$ cat src/rtl/oldq_pkg.sv
`timescale 1ns / 1ps

package oldq_pkg;

    // Default list depth
    localparam int CAPACITY_DEF = 16;

    // Field widths
    localparam int DATA_W  = 32;
    localparam int REQ_W   = 3;
    localparam int STAT_W  = 2;
    localparam int COUNT_W = 5;

    // Stream payload widths (packed fields, padded to whole bytes)
    localparam int IN_BITS   = REQ_W + DATA_W;
    localparam int IN_DATA_W = ((IN_BITS + 7) / 8) * 8;
    localparam int OUT_BITS   = STAT_W + DATA_W + COUNT_W + DATA_W;
    localparam int OUT_DATA_W = ((OUT_BITS + 7) / 8) * 8;

    typedef logic signed [DATA_W-1:0] data_t;

    // Request codes
    localparam logic [REQ_W-1:0] REQ_ADD_HEAD    = 3'd0;
    localparam logic [REQ_W-1:0] REQ_ADD_TAIL    = 3'd1;
    localparam logic [REQ_W-1:0] REQ_REMOVE_HEAD = 3'd2;
    localparam logic [REQ_W-1:0] REQ_DELETE_KEY  = 3'd3;
    localparam logic [REQ_W-1:0] REQ_FIND_KEY    = 3'd4;

    // Status codes
    localparam logic [STAT_W-1:0] STAT_OK     = 2'd0;
    localparam logic [STAT_W-1:0] STAT_EMPTY  = 2'd1;
    localparam logic [STAT_W-1:0] STAT_FULL   = 2'd2;
    localparam logic [STAT_W-1:0] STAT_ABSENT = 2'd3;

    // Per-cell update
    typedef enum logic [1:0] {
        OP_HOLD,
        OP_LOAD,
        OP_FROM_PREV,
        OP_FROM_NEXT
    } cell_op_t;

    // Control bundle to one cell
    typedef struct packed {
        cell_op_t op;
        logic     cmp_en;
    } cell_ctrl_t;

    // Sequencer states
    typedef enum logic {
        ST_IDLE,
        ST_EXEC
    } state_t;

endpackage

$ cat src/rtl/ordered_list_deque_search.sv
`timescale 1ns / 1ps
// A request transfer moves the sequencer to execute; the result is registered on m_tvalid
// when execute finds the result register free. Requests are taken one at a time, as
// s_tready is low in execute: every cell compares the key in the transfer cycle, then the
// row shifts or loads in execute. A waiting result does not block the next request
// transfer; that request executes once the held result transfers. Reset (rst_n low, async):
// list empty, sequencer idle, no result pending; entry contents are undefined until written.

module ordered_list_deque_search #(
    parameter int CAPACITY = oldq_pkg::CAPACITY_DEF
) (
    input  logic                            clk,
    input  logic                            rst_n,
    // s_tdata: req_type[2:0], item_value[34:3], zero pad
    input  logic                            s_tvalid,
    output logic                            s_tready,
    input  logic [oldq_pkg::IN_DATA_W-1:0]  s_tdata,
    // m_tdata: status[1:0], removed_value[33:2], entry_count[38:34],
    //          front_value[70:39], zero pad
    output logic                            m_tvalid,
    input  logic                            m_tready,
    output logic [oldq_pkg::OUT_DATA_W-1:0] m_tdata
);

    localparam int CW = $clog2(CAPACITY + 1);

    oldq_pkg::state_t state_reg, state_next;

    logic [CW-1:0]                 count_reg, count_next;
    logic [oldq_pkg::REQ_W-1:0]    req_reg;
    oldq_pkg::data_t               item_reg;

    logic                          out_valid_reg, out_valid_next;
    logic [oldq_pkg::STAT_W-1:0]   out_status_reg, stat_next;
    oldq_pkg::data_t               out_removed_reg, removed_next;
    logic [oldq_pkg::COUNT_W-1:0]  out_count_reg;
    oldq_pkg::data_t               out_front_reg, front_next;

    logic                          in_xfer;
    logic                          exec_go;
    logic                          full;
    logic                          empty;
    logic                          any_hit;
    logic [CAPACITY-1:0]           hit;
    logic [CAPACITY-1:0]           at_or_after;
    logic [CAPACITY-1:0]           match;
    oldq_pkg::cell_ctrl_t          ctrl     [CAPACITY];
    oldq_pkg::data_t               vals     [CAPACITY];
    logic [CW+oldq_pkg::COUNT_W-1:0] count_ext;

    assign in_xfer = s_tvalid && s_tready;
    assign exec_go = (state_reg == oldq_pkg::ST_EXEC) && (!out_valid_reg || m_tready);
    assign full    = (count_reg == CW'(CAPACITY));
    assign empty   = (count_reg == '0);

    // Sequencer next state
    always_comb
    begin
        state_next = state_reg;
        unique case (state_reg)
            oldq_pkg::ST_IDLE: if (in_xfer) state_next = oldq_pkg::ST_EXEC;
            oldq_pkg::ST_EXEC: if (exec_go) state_next = oldq_pkg::ST_IDLE;
            default:           state_next = oldq_pkg::ST_IDLE;
        endcase
    end

    // Sequencer outputs
    always_comb
    begin
        unique case (state_reg)
            oldq_pkg::ST_IDLE: s_tready = 1'b1;
            default:           s_tready = 1'b0;
        endcase
    end

    // Valid hits and first-match prefix
    always_comb
    begin
        logic run;
        run = 1'b0;
        for (int i = 0; i < CAPACITY; i++)
        begin
            hit[i]         = match[i] && (CW'(i) < count_reg);
            run            = run || hit[i];
            at_or_after[i] = run;
        end
        any_hit = run;
    end

    // Request decode: cell operations, count and status
    always_comb
    begin
        for (int i = 0; i < CAPACITY; i++)
        begin
            ctrl[i].op     = oldq_pkg::OP_HOLD;
            ctrl[i].cmp_en = in_xfer;
        end
        count_next   = count_reg;
        stat_next    = oldq_pkg::STAT_OK;
        removed_next = '0;
        unique case (req_reg)
            oldq_pkg::REQ_ADD_HEAD:
            begin
                if (full)
                begin
                    stat_next = oldq_pkg::STAT_FULL;
                end
                else
                begin
                    ctrl[0].op = oldq_pkg::OP_LOAD;
                    for (int i = 1; i < CAPACITY; i++)
                    begin
                        ctrl[i].op = oldq_pkg::OP_FROM_PREV;
                    end
                    count_next = count_reg + 1'b1;
                end
            end
            oldq_pkg::REQ_ADD_TAIL:
            begin
                if (full)
                begin
                    stat_next = oldq_pkg::STAT_FULL;
                end
                else
                begin
                    for (int i = 0; i < CAPACITY; i++)
                    begin
                        if (CW'(i) == count_reg)
                        begin
                            ctrl[i].op = oldq_pkg::OP_LOAD;
                        end
                    end
                    count_next = count_reg + 1'b1;
                end
            end
            oldq_pkg::REQ_REMOVE_HEAD:
            begin
                if (empty)
                begin
                    stat_next = oldq_pkg::STAT_EMPTY;
                end
                else
                begin
                    removed_next = vals[0];
                    for (int i = 0; i < CAPACITY; i++)
                    begin
                        ctrl[i].op = oldq_pkg::OP_FROM_NEXT;
                    end
                    count_next = count_reg - 1'b1;
                end
            end
            oldq_pkg::REQ_DELETE_KEY:
            begin
                if (empty)
                begin
                    stat_next = oldq_pkg::STAT_EMPTY;
                end
                else if (!any_hit)
                begin
                    stat_next = oldq_pkg::STAT_ABSENT;
                end
                else
                begin
                    // close the gap from the first match toward the tail
                    for (int i = 0; i < CAPACITY; i++)
                    begin
                        if (at_or_after[i])
                        begin
                            ctrl[i].op = oldq_pkg::OP_FROM_NEXT;
                        end
                    end
                    count_next = count_reg - 1'b1;
                end
            end
            oldq_pkg::REQ_FIND_KEY:
            begin
                if (!any_hit)
                begin
                    stat_next = oldq_pkg::STAT_ABSENT;
                end
            end
            default:
            begin
                stat_next = oldq_pkg::STAT_OK;
            end
        endcase
        if (!exec_go)
        begin
            for (int i = 0; i < CAPACITY; i++)
            begin
                ctrl[i].op = oldq_pkg::OP_HOLD;
            end
        end
    end

    // Head value after the update
    always_comb
    begin
        if (count_next == '0)
        begin
            front_next = '0;
        end
        else
        begin
            case (ctrl[0].op)
                oldq_pkg::OP_LOAD:      front_next = item_reg;
                oldq_pkg::OP_FROM_NEXT: front_next = vals[1];
                default:                front_next = vals[0];
            endcase
        end
    end

    assign count_ext = {{oldq_pkg::COUNT_W{1'b0}}, count_next};

    // Row of cells
    for (genvar g = 0; g < CAPACITY; g++)
    begin : g_cell
        oldq_pkg::data_t prev_v;
        oldq_pkg::data_t next_v;
        if (g == 0)
        begin : g_first
            assign prev_v = item_reg;
        end
        else
        begin : g_mid
            assign prev_v = vals[g-1];
        end
        if (g == CAPACITY - 1)
        begin : g_last
            assign next_v = vals[g];
        end
        else
        begin : g_inner
            assign next_v = vals[g+1];
        end
        oldq_cell u_cell (
            .clk        (clk),
            .ctrl       (ctrl[g]),
            .cmp_key    (s_tdata[oldq_pkg::REQ_W +: oldq_pkg::DATA_W]),
            .load_value (item_reg),
            .prev_value (prev_v),
            .next_value (next_v),
            .value      (vals[g]),
            .match      (match[g])
        );
    end

    // Result register handshake
    always_comb
    begin
        out_valid_next = out_valid_reg;
        if (exec_go)
        begin
            out_valid_next = 1'b1;
        end
        else if (m_tready)
        begin
            out_valid_next = 1'b0;
        end
    end

    // Control state
    always_ff @(posedge clk or negedge rst_n)
    begin
        if (!rst_n)
        begin
            state_reg     <= oldq_pkg::ST_IDLE;
            count_reg     <= '0;
            out_valid_reg <= 1'b0;
        end
        else
        begin
            state_reg     <= state_next;
            out_valid_reg <= out_valid_next;
            if (exec_go)
            begin
                count_reg <= count_next;
            end
        end
    end

    // Request and result payload
    always_ff @(posedge clk)
    begin
        if (in_xfer)
        begin
            req_reg  <= s_tdata[oldq_pkg::REQ_W-1:0];
            item_reg <= s_tdata[oldq_pkg::REQ_W +: oldq_pkg::DATA_W];
        end
        if (exec_go)
        begin
            out_status_reg  <= stat_next;
            out_removed_reg <= removed_next;
            out_count_reg   <= count_ext[oldq_pkg::COUNT_W-1:0];
            out_front_reg   <= front_next;
        end
    end

    assign m_tvalid = out_valid_reg;
    assign m_tdata  = {{(oldq_pkg::OUT_DATA_W - oldq_pkg::OUT_BITS){1'b0}},
                       out_front_reg, out_count_reg, out_removed_reg, out_status_reg};

    // Checks
    a_count_bound: assert property (@(posedge clk) disable iff (!rst_n)
        count_reg <= CW'(CAPACITY))
        else $error("entry count above capacity");

    a_count_step: assert property (@(posedge clk) disable iff (!rst_n)
        1'b1 |=> (count_reg == $past(count_reg)) || (count_reg == $past(count_reg) + 1'b1)
                 || (count_reg + 1'b1 == $past(count_reg)))
        else $error("entry count moved by more than one");

    a_xfer_exec: assert property (@(posedge clk) disable iff (!rst_n)
        in_xfer |=> (state_reg == oldq_pkg::ST_EXEC))
        else $error("request transfer not followed by execute");

    a_result_src: assert property (@(posedge clk) disable iff (!rst_n)
        $rose(out_valid_reg) |-> ($past(state_reg) == oldq_pkg::ST_EXEC))
        else $error("result raised outside execute");

endmodule

$ cat src/rtl/oldq_cell.sv
`timescale 1ns / 1ps

module oldq_cell (
    input  logic                clk,
    input  oldq_pkg::cell_ctrl_t ctrl,
    input  oldq_pkg::data_t     cmp_key,     // key compared at request transfer
    input  oldq_pkg::data_t     load_value,  // value written on insert
    input  oldq_pkg::data_t     prev_value,  // neighbor toward head
    input  oldq_pkg::data_t     next_value,  // neighbor toward tail
    output oldq_pkg::data_t     value,
    output logic                match
);

    oldq_pkg::data_t value_reg;
    oldq_pkg::data_t value_next;
    logic            match_reg;

    // Entry select
    always_comb
    begin
        case (ctrl.op)
            oldq_pkg::OP_LOAD:      value_next = load_value;
            oldq_pkg::OP_FROM_PREV: value_next = prev_value;
            oldq_pkg::OP_FROM_NEXT: value_next = next_value;
            default:                value_next = value_reg;
        endcase
    end

    // Entry and compare flag, payload only
    always_ff @(posedge clk)
    begin
        value_reg <= value_next;
        if (ctrl.cmp_en)
        begin
            match_reg <= (value_reg == cmp_key);
        end
    end

    assign value = value_reg;
    assign match = match_reg;

endmodule
$ cat config.mk
export PLATFORM = sky130hd
export DESIGN_NAME = ordered_list_deque_search
export DESIGN_NICKNAME = d
export VERILOG_FILES = /design/src/rtl/oldq_pkg.sv /design/src/rtl/ordered_list_deque_search.sv /design/src/rtl/oldq_cell.sv
export SDC_FILE = /design/constraint.sdc
export NUM_CORES = 2
export LEC_CHECK = 0
export ABC_CLOCK_PERIOD_IN_PS = 10700
export BUFFER_PORTS_ARGS = -buffer_cell sky130_fd_sc_hd__buf_2
export CAP_MARGIN = 20
export CORE_MARGIN = 1.5
export CORE_UTILIZATION = 35
export DETAILED_ROUTE_END_ITERATION = 10
export PLACE_DENSITY = 0.47
export SLEW_MARGIN = 0
export SYNTH_ARGS = -nofsm -noshare
export SYNTH_HDL_FRONTEND = slang
export SYNTH_HIERARCHICAL = 1
export SYNTH_SLANG_ARGS = --single-unit
$ cat constraint.sdc
create_clock -name clk -period 10.7 [get_ports clk]
set_input_delay 2.14 -clock clk [delete_from_list [all_inputs] [get_ports clk]]
set_output_delay 2.14 -clock clk [all_outputs]
set_load 0.02 [all_outputs]
==> out/results.tsv <==
metric	value	unit
status	finished, final reports clean	
grt_antenna_before_repair	8	
nFillCells	10500	
ys_async_sr_fraction	1.09	%
core-area	108000	sq um
drtAntennaViolNets	0	
syn_avg_cell_area	11.0	sq um
ys_ff_latch	641	
worst_pin_slew	1.10	ns
cp-end-kind	flop	
fin_crit_sh	49.3	%
power_density	172	nW/um^2
clk_latency	0.65	ns
pin_count	118	
skew	0.0295	ns
grt_pass1_wl	170	mm
synth.distinct_cells	62	
hold_viol_final	0	
area_delta_synth_final	11.1	%
cp.arrival	5.53	ns
grt_max_degree	66	
critical_path_required	10.95	ns
grt_pass1_vias	26300	
hp-class	reg -> reg	
fin_nets	3550	
synth_edf_count	634	
io_buffers	111	
max-cap-violations	0	
largest_reg_flops	512	
yosysSeqAreaShare	50.4	%
syn_area	38100	sq um
syn-num-nets	3515	
period_needed	5.28	ns
dp_hpwl	82.9	mm
cp-start-kind	input pin	
fp.dieH	333	um
power.total	7.27	mW
setup_tns	0	ns
cts_hold_buf	0	
cts_buffers	81	
clock_sinks	641	
rsz0062_at_grt	false	
viasPerCell	5.05	
synth_top_area_share	50.0	%
crit_path_max_fanout	34	
ctsResizeCount	0	
ir_worst_vdd	102	uV
routed_wl	112	mm
overflow	0	
gp_congestion	0.835	
maxSlewViolCount	0	
ys_top_cells_by_area	edfxtp_1 (50%), mux2i_1 (13%), xor2_1 (12%)	
postSynthCellCount	3466	
die_x	333	um
row_count	120	
cts_tree	done	
p_leak	13.7	nW
drive_gt1_share	10.3	%
synth_top_flop_cell	edfxtp_1	
clk_path_buf_depth	3	
antennaDiodeCount	0	
setup_violations	0	
max_clock_freq	0.189	GHz
relSlewSlack	26.5	%
critPathKind	in -> reg	
root_buffer	clkbuf_16	
synth.most_common_cell	edfxtp_1	
h-tree-depth	3	
drtIter0Drc	1457	
die_area	111000	sq um
dr_total_vias	25100	
cts_setup_buffers	0	
wl_per_cell	22.6	um
first_pass_iters	5	
grt_usage	20.0	%
drt_drc_violations_left	0	
ys_warn_count	6	
synth_common_cells	edfxtp_1 (634), nor2_1 (580), a21oi_1 (558)	
cts.reportedPaths.clkPinSlew	0.05	ns
start_util	35.4	%
yosysTopAreaCell	edfxtp_1	
## cells in the final DEF (no fill, tap or decap), types with 14 or more instances in the layout
master	count
edfxtp_1	634
nor2_1	579
a21oi_1	529
xor2_1	513
mux2i_1	512
nor4_1	129
buf_2	111
clkbuf_16	85
buf_4	53
o22ai_1	35
nand4_1	35
nand2_1	33
nor3_2	32
and2_1	32
a21oi_4	28
clkinv_1	22
o21ai_0	20
or2_2	17
inv_1	14
clkinv_2	14
clkbuf_1	14
## through the flow
stage               utilization [%]  hold slack (ns)  area [sq um]  worst slack, ns  cells
floorplan                         -            0.567         38100             4.39   3466
global placement               37.0            0.524         39800             4.82   4821
detailed placement             37.0            0.526         39800             4.78   4821
CTS                            39.4            0.540         42300             5.45   4961
global route                   39.4            0.596         42300             5.18   4961
finish                         39.4            0.528         42300             5.42   4961
## cell type report
class	count	area (sq um)	area share, %
inverter	18	68.8	0.163
multi-input combinational	2595	17800	42.2
timing repair buffer	164	953	2.25
clock buffer	99	2180	5.15
tap	1403	1760	4.15
clock inverter	41	312	0.736
sequential	641	19200	45.4
## path summary, 6_finish.rpt
path | slack [ns] | to | start | cells past startpoint
setup / recovery | 5.42 | g_cell[0].u_cell/value[25] | m_tready | 10
hold / removal | 0.53 | m_tvalid | m_tvalid | 2
setup reg to reg | 5.68 | g_cell[11].u_cell/value[30] | count_reg[0] | 10
hold reg to reg | 0.53 | m_tvalid | m_tvalid | 2
max in group asynchronous | 9.23 | count_reg[2] | rst_n | 1
min in group asynchronous | 1.32 | count_reg[0] | rst_n | 1
## routing by layer
metal | share of wire [%] | track usage (%)
met5 | 0.031 | 0
met3 | 3.6 | 2.89
met4 | 2.1 | 5.48
met1 | 44 | 25.6
met2 | 50 | 35.0
## cells by family (layout without fill, tap and decap cells)
logic type	count (synthesis)	in the layout	synth area share [%]
xor+xnor	516	516	11.9
simple gates	905	905	11.3
other cells	1	1	0.00985
mux	512	512	13.5
fa+ha+maj	5	5	0.164
flops	641	641	50.4
compound gates	656	656	9.13
buf+inv	230	322	3.68
## power breakdown
part	switching [mW]	leakage [nW]	internal, mW
Clock	1.09	1.23	1.55
Sequential	0.233	5.91	3.07
Combinational	0.864	6.60	0.460
Total	2.19	13.7	5.08
## critical path, stage by stage
cell and delay [ns]:
buf_2 0.09, nand2b_1 0.16, nand2_1 0.21, clkinv_2 0.30, nand2_4 0.21, buf_4 0.68
a21o_1 0.16, buf_4 0.39, nand2_2 0.38, or2_2 0.73
Power figures use the tool's default switching activity.
